`config.mk`:
```
export PLATFORM = sky130hd
export DESIGN_NAME = bat_cell
export DESIGN_NICKNAME = d
export VERILOG_FILES = /design/src/rtl/bat_pkg.sv /design/src/rtl/bat_cell.sv
export SDC_FILE = /design/constraint.sdc
export NUM_CORES = 1
export LEC_CHECK = 0
export BUFFER_PORTS_ARGS = -buffer_cell sky130_fd_sc_hd__clkbuf_2
export CAP_MARGIN = 10
export CORE_ASPECT_RATIO = 1.25
export CORE_MARGIN = 2
export CORE_UTILIZATION = 46
export DETAILED_ROUTE_END_ITERATION = 10
export PLACE_DENSITY = 0.82
export SLEW_MARGIN = 20
export SYNTH_ARGS = -nofsm -noshare
export SYNTH_HDL_FRONTEND = slang
export SYNTH_SLANG_ARGS = --single-unit
```
`constraint.sdc`:
```
create_clock -name clk -period 5.85 [get_ports clk]
set_input_delay 0 -clock clk [delete_from_list [all_inputs] [get_ports clk]]
set_output_delay 0 -clock clk [all_outputs]
set_load 0.02 [all_outputs]
```
`src/rtl/bat_pkg.sv`:
```
// Shared types, codes and constants of the bounded array table engine.
`default_nettype none
package bat_pkg;

    // Built depth limits and the width that holds any position or count.
    localparam int DEPTH_DEFAULT = 64;
    localparam int MAX_DEPTH     = 1024;
    localparam int POS_W         = $clog2(MAX_DEPTH + 1);

    // Fixed field widths.
    localparam int OP_W    = 3;
    localparam int INDEX_W = 6;
    localparam int VALUE_W = 32;
    localparam int STAT_W  = 2;
    localparam int COUNT_W = 7;
    localparam int CAP_W   = 7;

    localparam logic [CAP_W-1:0] CAP_RESET = 7'd64;

    // Opcodes.
    localparam logic [OP_W-1:0] OP_GET    = 3'd0;
    localparam logic [OP_W-1:0] OP_SET    = 3'd1;
    localparam logic [OP_W-1:0] OP_APPEND = 3'd2;
    localparam logic [OP_W-1:0] OP_SEARCH = 3'd3;
    localparam logic [OP_W-1:0] OP_REMOVE = 3'd4;
    localparam logic [OP_W-1:0] OP_CLEAR  = 3'd5;

    // Status codes.
    localparam logic [STAT_W-1:0] ST_OK    = 2'd0;
    localparam logic [STAT_W-1:0] ST_FULL  = 2'd1;
    localparam logic [STAT_W-1:0] ST_RANGE = 2'd2;
    localparam logic [STAT_W-1:0] ST_MISS  = 2'd3;

    typedef struct packed {
        logic [OP_W-1:0]           opcode;
        logic [INDEX_W-1:0]        index;
        logic signed [VALUE_W-1:0] value;
    } in_item_t;

    typedef struct packed {
        logic signed [VALUE_W-1:0] read_value;
        logic [INDEX_W-1:0]        found_index;
        logic [STAT_W-1:0]         status;
        logic [COUNT_W-1:0]        count_now;
    } out_item_t;

    // Command broadcast to every cell on the edge an item is accepted.
    // Operation flags are already qualified by accept and by the range checks.
    typedef struct packed {
        logic                      do_get;
        logic                      do_set;
        logic                      do_append;
        logic                      do_search;
        logic                      do_remove;
        logic [POS_W-1:0]          idx;
        logic [POS_W-1:0]          cnt;
        logic signed [VALUE_W-1:0] value;
    } cmd_t;

endpackage
`default_nettype wire

```
`src/rtl/bat_cell.sv`:
```
// One storage cell of the array chain: holds one entry and its per-item flags.
`default_nettype none
module bat_cell #(
    parameter int POS = 0
) (
    input  wire logic                                clk,
    input  wire bat_pkg::cmd_t                       cmd,
    input  wire logic signed [bat_pkg::VALUE_W-1:0]  next_data,
    output logic signed [bat_pkg::VALUE_W-1:0]       data,
    output logic                                     hit,
    output logic signed [bat_pkg::VALUE_W-1:0]       rd_part
);

    localparam int PW = bat_pkg::POS_W;
    localparam logic [PW-1:0] MY_POS = PW'(POS);

    logic signed [bat_pkg::VALUE_W-1:0] data_reg;
    logic                               hit_reg;
    logic signed [bat_pkg::VALUE_W-1:0] rd_reg;

    logic sel;
    logic live;
    logic shift_in;

    assign sel      = (MY_POS == cmd.idx);
    assign live     = (MY_POS < cmd.cnt);
    // Take the neighbor's entry when at or past the removed slot and below the last one.
    assign shift_in = cmd.do_remove && (MY_POS >= cmd.idx) && ((MY_POS + 1'b1) < cmd.cnt);

    always_ff @(posedge clk)
    begin
        priority if (cmd.do_set && sel)
        begin
            data_reg <= cmd.value;
        end
        else if (cmd.do_append && (MY_POS == cmd.cnt))
        begin
            data_reg <= cmd.value;
        end
        else if (shift_in)
        begin
            data_reg <= next_data;
        end
    end

    always_ff @(posedge clk)
    begin
        if (cmd.do_get || cmd.do_search)
        begin
            hit_reg <= cmd.do_search && live && (data_reg == cmd.value);
            rd_reg  <= (cmd.do_get && sel) ? data_reg : '0;
        end
    end

    assign data    = data_reg;
    assign hit     = hit_reg;
    assign rd_part = rd_reg;

endmodule
`default_nettype wire

```
==> results of run 1 <==
-- layout by cell type, fill, tap and decap left out, drive strengths merged, types with 2 or more instances in the layout --
cell type	netlist	layout
nand3	4	4
dlygate4sd3	0	56
nor3	2	2
mux2	32	32
xor2	31	31
edfxtp	65	65
and3	33	33
clkbuf	6	165
clkinv	0	2
clkinvlp	0	5
buf	4	2
nor4	12	12
-- cell type report --
type | instances | area [µm²] | area share [%]
clock buffers | 9 | 124 | 2.61
clock inverters | 7 | 47.5 | 1.00
inverters | 1 | 3.75 | 0.0792
multi-input cells | 122 | 1150 | 24.2
flip-flops and latches | 65 | 1950 | 41.2
well taps | 87 | 109 | 2.30
repair buffers | 214 | 1360 | 28.6
-- Yosys cell counts, drive strengths merged --
cell / n
edfxtp: 65
inv: 1
xnor2: 1
and3: 33
clkbuf: 6
nand2: 1
nor4: 12
a22oi: 1
buf: 4
nand3: 4
xor2: 31
or2: 1
nor2: 1
o311ai: 1
nor3: 2
mux2: 32
and4b: 1
nand4: 1
-- metal layers --
| layer | wire length (µm) | global-route usage, % | vias up | part of all wire (%) |
|---|---|---|---|---|
| li1 | - | - | 1189 | - |
| met2 | 4760 | 43.4 | 144 | 55 |
| met4 | 327 | 11.7 | 0 | 3.8 |
| met5 | 0 | 0 | - | 0 |
| met3 | 602 | 4.65 | 28 | 6.9 |
| met1 | 3000 | 23.8 | 1198 | 35 |
-- through the flow --
step	setup WS, ns	hold slack, ns
finish	3.35	0.0171
global route	3.25	0.00720
CTS	2.97	0.000622
detailed placement	3.15	0.304
global placement	3.26	0.303
floorplan	1.13	0.217
-- power groups by stage --
| stage | Combinational (mW) | Clock (mW) | Sequential [mW] |
|---|---|---|---|
| 2_1_floorplan | 0.0312 | 0 | 0.546 |
| 3_3_place_gp | 0.0943 | 0 | 0.533 |
| 3_5_place_dp | 0.0964 | 0 | 0.534 |
| 4_1_cts | 0.126 | 0.334 | 0.523 |
| 5_1_grt | 0.136 | 0.352 | 0.523 |
| 6_report | 0.128 | 0.328 | 0.523 |
-- cells by family after synthesis --
kind of cell / Yosys count
xor gates and xnor gates: 32
and+or+nand+nor: 56
buffers and inverters: 11
muxes: 32
AOI/OAI and AO/OA: 2
DFF: 65
-- worst register-to-register path, delay by kind of cell (launching register included) --
| kind | cells | cell delay (ns) |
|---|---|---|
| simple gates | 3 | 0.91 |
| xor+xnor | 1 | 0.18 |
| flops | 1 | 0.44 |
-- final timing paths --
| path | from | endpoint | slack, ns |
|---|---|---|---|
| setup / recovery | cmd[49] | data[11] | 3.35 |
| hold / removal | cmd[28] | data[28] | 0.02 |
| setup reg to reg | data[19] | hit | 4.12 |
| hold reg to reg | data[7] | rd_part[7] | 0.64 |
==> flow_summary.yaml, run 1 <==
logic_synthesis:
  ys_seq_area_share_pct: 61.2
  ys_types: 21
  syn_inst: 198
  syn_avg_cell_area_um2: 16.1
  synth-adder-area-share_pct: 0
  synth_xor_area_share_pct: 8.79
  synth_top_family_by_area: "multiplexers"
  synth_area_leaders: "edfxtp_1 (61%), mux2_4 (14%), xor2_1 (8.5%), and3_1 (6.5%), nor4_1 (2.0%)"
  synth_simple_gate_area_share_pct: 11.2
  synth_top_area_share_pct: 61.2
  synth_compound_area_share_pct: 0.942
  synth_mux_area_share_pct: 14.8
  syn_area_um2: 3190
  ys.warnings.count: 0
  synth_seq_cells: 65
  syn_nets: 290
  yosys.area.top_type: "edfxtp_1"
die:
  dieArea_um2: 7610
  core_um2: 6650
  rows: 33
  die_h_um: 97.1
  die_w_um: 78.4
  pin_count: 157
  initial_core_util_pct: 47.9
hold_path:
  hp-class: "in2reg"
  hold-path-cell-count: 2
finish:
  utilization_pct: 71.3
  fill_cells: 451
  fin_cells: 505
  fin_nets: 505
  layout-drive-gt1-share_pct: 51.0
  n_antenna_cell: 0
  syn_to_final_growth_pct: 48.8
  finalInstanceArea_um2: 4740
global_route:
  track_usage_pct: 23.1
  grt_max_degree: 36
  grt_pass1_wl_um: 13000
  antenna_found_initial: 0
  first_global_vias: 2627
  grt_overflow_total: 0
setup_path:
  worstSetupPathDepth: 7
  path_max_fanout: 35
  cp.arrival_ns: 2.57
  end_kind: "flip-flop"
  crit_path_top_delay_cell: "a22oi_4"
  r2r.worst_path.cells: 4
  crit_family: "buffers and inverters"
  path_class: "in2reg"
  cp_cell_sequence: "clkbuf_2, nor3_1, and3_2, a22oi_4, buf_4, mux2_4, dlygate4sd3_1"
  slowest_delay_ns: 0.64
  worst-path-buf-inv: 3
  worst_setup_path_start_kind: "input pin"
  worstPathRequired_ns: 5.92
place:
  dpl_cell_area_um2: 4010
  routabilityCongestion: 0.806
  place_hpwl_um: 5700
  place.port_buffers: 156
  numPlacedInstances: 433
power:
  pwr-share-comb_pct: 13.1
  p_seq_share_pct: 53.5
  vdd_drop_max_mv: 0.113
  powerDensity_nw_per_um2: 206
  p_total_mw: 0.978
  p_clk_share_pct: 33.5
  p_leak_nw: 2.31
  p_switching_mw: 0.234
  p_int_mw: 0.745
  switching_share_pct: 23.9
clock_tree:
  cts.reportedPaths.clkPinSlew_ns: 0.07
  cts_tree: "built"
  htree_levels: 3
  worstSkewPairLatency_ns: 0.34
  cts_buffers: 9
  cts_setup_buffers: 0
  root_buffer: "clkbuf_8"
  cts_num_sinks: 65
  cts_resized: 0
  holdBufCountCts: 56
  cts_max_path_buffers: 2
sta:
  tns_ns: 0
  finalHoldViolations: 0
  worst_pin_slew_ns: 0.764
  setup_viol: 0
  timing.fmax_mhz: 401
  rsz0062_at_grt: "false"
  timing.final.crit_share_pct: 42.7
  period_needed_ns: 2.50
  slew_violations: 0
  slew_headroom_pct: 49.1
  fin_worst_skew_ns: 0.0123
detailed_routing:
  dr_total_vias: 2559
  drt_iter0_drc: 102
  wl_per_cell_um: 17.2
  dr.pass1.iters: 4
  drt-total-wl_um: 8690
  ant_nets: 0
  vias_per_cell: 5.07
  drc: 0
status:
  outcome: "complete, no violations"
flow_run:
  maxCapViolCount: 0
Power figures use the tool's default switching activity.
==> run 2, diff against run 1 <==
==> constraint.sdc (replaced) <==
create_clock -name clk -period 2.5 [get_ports clk]
set_input_delay 0 -clock clk [delete_from_list [all_inputs] [get_ports clk]]
set_output_delay 0 -clock clk [all_outputs]
set_load 0.02 [all_outputs]
==> run 2 against run 1 <==
  * Cell area is 0.16% lower
  * Wire length is 4.1% lower
  * Non-clock buffer count is 1 lower
  * Clock skew is 0.0026 ns lower
  * Critical path depth stayed put
  * Final cell count is 0.40% lower
  * First-iteration DRC count is 22% lower
  * Utilization is 0.11 points lower
  * Clock power is 120% higher
  * Die area stayed put
  * Critical path type unchanged
  * Critical endpoint is now data[26]
==> flow_summary.yaml, run 2 (synthesis gave the netlist of run 1 again) <==
status:
  outcome: "complete, no violations"
global_route:
  first_global_vias: 2657
  antenna_found_initial: 0
  grt_overflow_total: 0
  grt_pass1_wl_um: 12800
  track_usage_pct: 22.5
  grt_max_degree: 35
finish:
  layout-drive-gt1-share_pct: 50.7
  register_area_um2: 1950
  fin_nets: 504
  fill_cells: 458
  mostFrequentLayoutCells: "clkbuf_2 (156), edfxtp_1 (65), dlygate4sd3_1 (52)"
  multi_input_comb_area_um2: 1160
  syn_to_final_growth_pct: 48.6
  layout_commonest_cell: "clkbuf_2"
  n_antenna_cell: 0
clock_tree:
  cts_tree: "built"
  cts_setup_buffers: 0
  root_buffer: "clkbuf_8"
  cts_num_sinks: 65
  worstSkewPairLatency_ns: 0.34
  holdBufCountCts: 52
  cts_resized: 0
  cts.reportedPaths.clkPinSlew_ns: 0.07
  htree_levels: 3
  cts_max_path_buffers: 2
  cts_buffers: 9
place:
  preCtsSetupSlack_ns: 0.268
  place_hpwl_um: 5630
  place.port_buffers: 156
  routabilityCongestion: 0.827
setup_path:
  r2r.worst_path.cells: 4
  worst_setup_path_start_kind: "input pin"
  end_kind: "flip-flop"
  path_class: "in2reg"
  regToRegStartpoint: "data[29]"
  path_max_fanout: 12
  worstPathRequired_ns: 2.58
  cp.arrival_ns: 2.12
  reg2reg_setup_slack_ns: 0.95
  rr_endpoint: "hit"
sta:
  setup_ws_ns: 0.457
  fin_hold_ws_ns: 0.0101
  worst_pin_slew_ns: 0.885
  rsz0062_at_grt: "false"
  slew_violations: 0
  slew_headroom_pct: 40.8
  tns_ns: 0
  fin_worst_skew_ns: 0.00968
  period_needed_ns: 2.04
  timing.fmax_mhz: 489
  finalHoldViolations: 0
  timing.final.crit_share_pct: 81.7
  setup_viol: 0
detailed_routing:
  drc: 0
  drt_iter0_drc: 80
  drt-total-wl_um: 8340
  wl_per_cell_um: 16.6
  dr_total_vias: 2533
  vias_per_cell: 5.04
  dr.pass1.iters: 4
  ant_nets: 0
power:
  vdd_drop_max_mv: 0.296
  p_total_mw: 2.23
  powerDensity_nw_per_um2: 471
  p_leak_nw: 2.34
flow_run:
  maxCapViolCount: 0
die:
  rows: 33
  die_h_um: 97.1
  dieArea_um2: 7610
  core_um2: 6650
  die_w_um: 78.4
  pin_count: 157
  initial_core_util_pct: 47.9
hold_path:
  hp-class: "in2reg"
  hold-path-endpoint: "data[12]"
  hold-path-cell-count: 2
  hold_path_startpoint: "cmd[12]"
run 2: changes by cell type in the layout (fill, tap and decap cells not counted), sizes merged:
cell,before,now
buf,2,5
clkbuf,165,167
clkinv,2,3
clkinvlp,5,1
dlygate4sd3,56,52
run 2: worst max-delay path by stage:
| stage | startpoint | to | slack, ns | depth (start not counted) |
|---|---|---|---|---|
| 2_1_floorplan | cmd[38] | data[0] | 0.19 | 3 |
| 3_3_place_gp | cmd[51] | data[26] | 0.34 | 6 |
| 3_5_place_dp | cmd[49] | data[22] | 0.27 | 6 |
| 4_1_cts | cmd[49] | data[25] | 0.08 | 7 |
| 5_1_grt | cmd[49] | data[26] | 0.44 | 7 |
| 6_report | cmd[49] | data[26] | 0.46 | 7 |
run 2: worst max-delay path, cell delays in order:
cell,delay (ns)
clkbuf_2,0.08
nor3_1,0.04
and3_1,0.21
a22oi_4,0.57
buf_4,0.33
mux2_4,0.32
dlygate4sd3_1,0.57
run 2: layer usage:
layer  routed length (µm)  GRT usage [%]  vias up
li1                     -              -     1188
met1                 3080           24.0     1195
met2                 4500           41.7      130
met3                  527           5.20       20
met4                  239           9.58        0
met5                    0              0        -
run 2: report_power, final:
part / switching (mW) / total (mW) / internal, mW
registers: 0.00620 / 1.22 / 1.22
clock network: 0.367 / 0.714 / 0.347
logic: 0.126 / 0.293 / 0.167
run 2: area by class of cell:
cell class / instances / share of cell area (%)
Sequential cell: 65 / 41.2
Timing Repair Buffer: 213 / 28.7
Multi-Input combinational cell: 122 / 24.5
Clock buffer: 11 / 2.77
Tap cell: 87 / 2.30
Clock inverter: 4 / 0.449
Inverter: 1 / 0.0793
run 2: metrics by stage:
step | instance area, µm² | util [%] | std cells
floorplan | 3190 | - | 198
global placement | 4030 | 60.7 | 435
detailed placement | 4030 | 60.7 | 435
CTS | 4710 | 70.8 | 502
global route | 4730 | 71.2 | 503
finish | 4730 | 71.2 | 503
==> run 3, diff against run 2 <==
==> constraint.sdc (replaced) <==
create_clock -name clk -period 2 [get_ports clk]
set_input_delay 0 -clock clk [delete_from_list [all_inputs] [get_ports clk]]
set_output_delay 0 -clock clk [all_outputs]
set_load 0.02 [all_outputs]
==> run 3 against run 2 <==
  * Clock power is 88% higher
  * Final cell count is 2.2% higher
  * First-iteration DRC count is 40% higher
  * Non-clock buffer count is 10 higher
==> flow_summary.yaml, run 3 (synthesis gave the netlist of run 1 again) <==
status:
  outcome: "complete, no violations"
power:
  p_leak_nw: 2.42
  powerDensity_nw_per_um2: 662
  vdd_drop_max_mv: 0.398
setup_path:
  cp_cell_sequence: "clkbuf_2, nor4_1, and3_1, a22oi_4, buf_12, mux2_4, dlygate4sd3_1"
  crit_path_top_delay_cell: "dlygate4sd3_1"
  worstPathRequired_ns: 2.08
  slowest_delay_ns: 0.57
  path_class: "in2reg"
  path_max_fanout: 32
  worst_setup_path_start_kind: "input pin"
  end_kind: "flip-flop"
  cp.arrival_ns: 1.87
  worst-path-buf-inv: 3
  crit_family: "buffers and inverters"
finish:
  mostFrequentLayoutCells: "clkbuf_2 (156), edfxtp_1 (65), dlygate4sd3_1 (61)"
  fin_cells: 514
  syn_to_final_growth_pct: 54.2
  n_antenna_cell: 0
  layout_commonest_cell: "clkbuf_2"
  layout-drive-gt1-share_pct: 50.4
  fin_nets: 514
  utilization_pct: 73.9
flow_run:
  maxCapViolCount: 0
place:
  preCtsSetupSlack_ns: 0.264
  routabilityCongestion: 0.812
  place_hpwl_um: 5680
  numPlacedInstances: 437
  place.port_buffers: 156
sta:
  setup_ws_ns: 0.204
  fin_worst_skew_ns: 0.00960
  finalHoldViolations: 0
  tns_ns: 0
  rsz0062_at_grt: "false"
  slew_headroom_pct: 50.1
  timing.fmax_mhz: 557
  worst_pin_slew_ns: 0.748
  timing.final.crit_share_pct: 89.8
  setup_viol: 0
  fin_hold_ws_ns: 0.0269
  slew_violations: 0
  period_needed_ns: 1.80
global_route:
  grt_max_degree: 34
  track_usage_pct: 23.9
  first_global_vias: 2781
  antenna_found_initial: 0
  grt_overflow_total: 0
  grt_pass1_wl_um: 13600
detailed_routing:
  dr_total_vias: 2609
  wl_per_cell_um: 16.9
  dr.pass1.iters: 4
  drt-total-wl_um: 8700
  vias_per_cell: 5.08
  ant_nets: 0
  drc: 0
  drt_iter0_drc: 112
die:
  die_w_um: 78.4
  pin_count: 157
  dieArea_um2: 7610
  rows: 33
  initial_core_util_pct: 47.9
  die_h_um: 97.1
  core_um2: 6650
clock_tree:
  cts.reportedPaths.clkPinSlew_ns: 0.07
  root_buffer: "clkbuf_8"
  cts_num_sinks: 65
  cts_setup_buffers: 0
  cts_tree: "built"
  worstSkewPairLatency_ns: 0.34
  cts_buffers: 9
  htree_levels: 3
  cts_max_path_buffers: 2
hold_path:
  hp-class: "in2reg"
-- run 3: changes by cell type in the layout (fill, tap and decap cells not counted), sizes merged --
cell / before / now
buf: 5 / 6
bufinv: 0 / 3
clkbuf: 167 / 165
dlygate4sd3: 52 / 61
-- run 3: per-stage QoR --
| step | instance area [µm²] | total power [mW] |
|---|---|---|
| 6_report | 4910 | 3.26 |
| 5_1_grt | 4910 | 3.34 |
| 4_1_cts | 4910 | 3.27 |
| 3_5_place_dp | 4060 | 1.85 |
| 3_3_place_gp | 4060 | 1.84 |
| 2_1_floorplan | 3200 | 1.69 |
-- run 3: area by class of cell --
class	instances	area (µm²)
Clock inverter	7	119
Multi-Input combinational cell	122	1160
Timing Repair Buffer	223	1450
Inverter	1	3.75
Sequential cell	65	1950
Clock buffer	9	124
Tap cell	87	109
Fill cell	433	1730
-- run 3: layer usage --
metal | global-route usage [%] | vias to the layer above | part of all wire, %
met5 | 0 | - | 0
met4 | 13.2 | 0 | 3.4
li1 | - | 1209 | -
met3 | 4.37 | 22 | 6.5
met2 | 42.8 | 145 | 55
met1 | 26.3 | 1233 | 35
-- run 3: timing repair --
item | CTS | global route
hold buffers | 61 | 0
resized for setup | 0 | 0
endpoints found under the hold margin | 32 | 0
-- run 3: path summary, 6_finish.rpt --
kind            start         end  slack, ns  cells after the start
max           cmd[48]    data[19]       0.20                      7
min            cmd[9]     data[9]       0.03                      2
max reg2reg  data[29]         hit       0.41                      4
min reg2reg   data[7]  rd_part[7]       0.64                      1
-- run 3: report_power, final --
group	switching (mW)	internal, mW	leakage, nW	total (mW)
logic	0.163	0.221	1.65	0.384
registers	0.00867	1.52	0.657	1.53
clock network	0.514	0.827	0.117	1.34
total	0.686	2.57	2.42	3.26
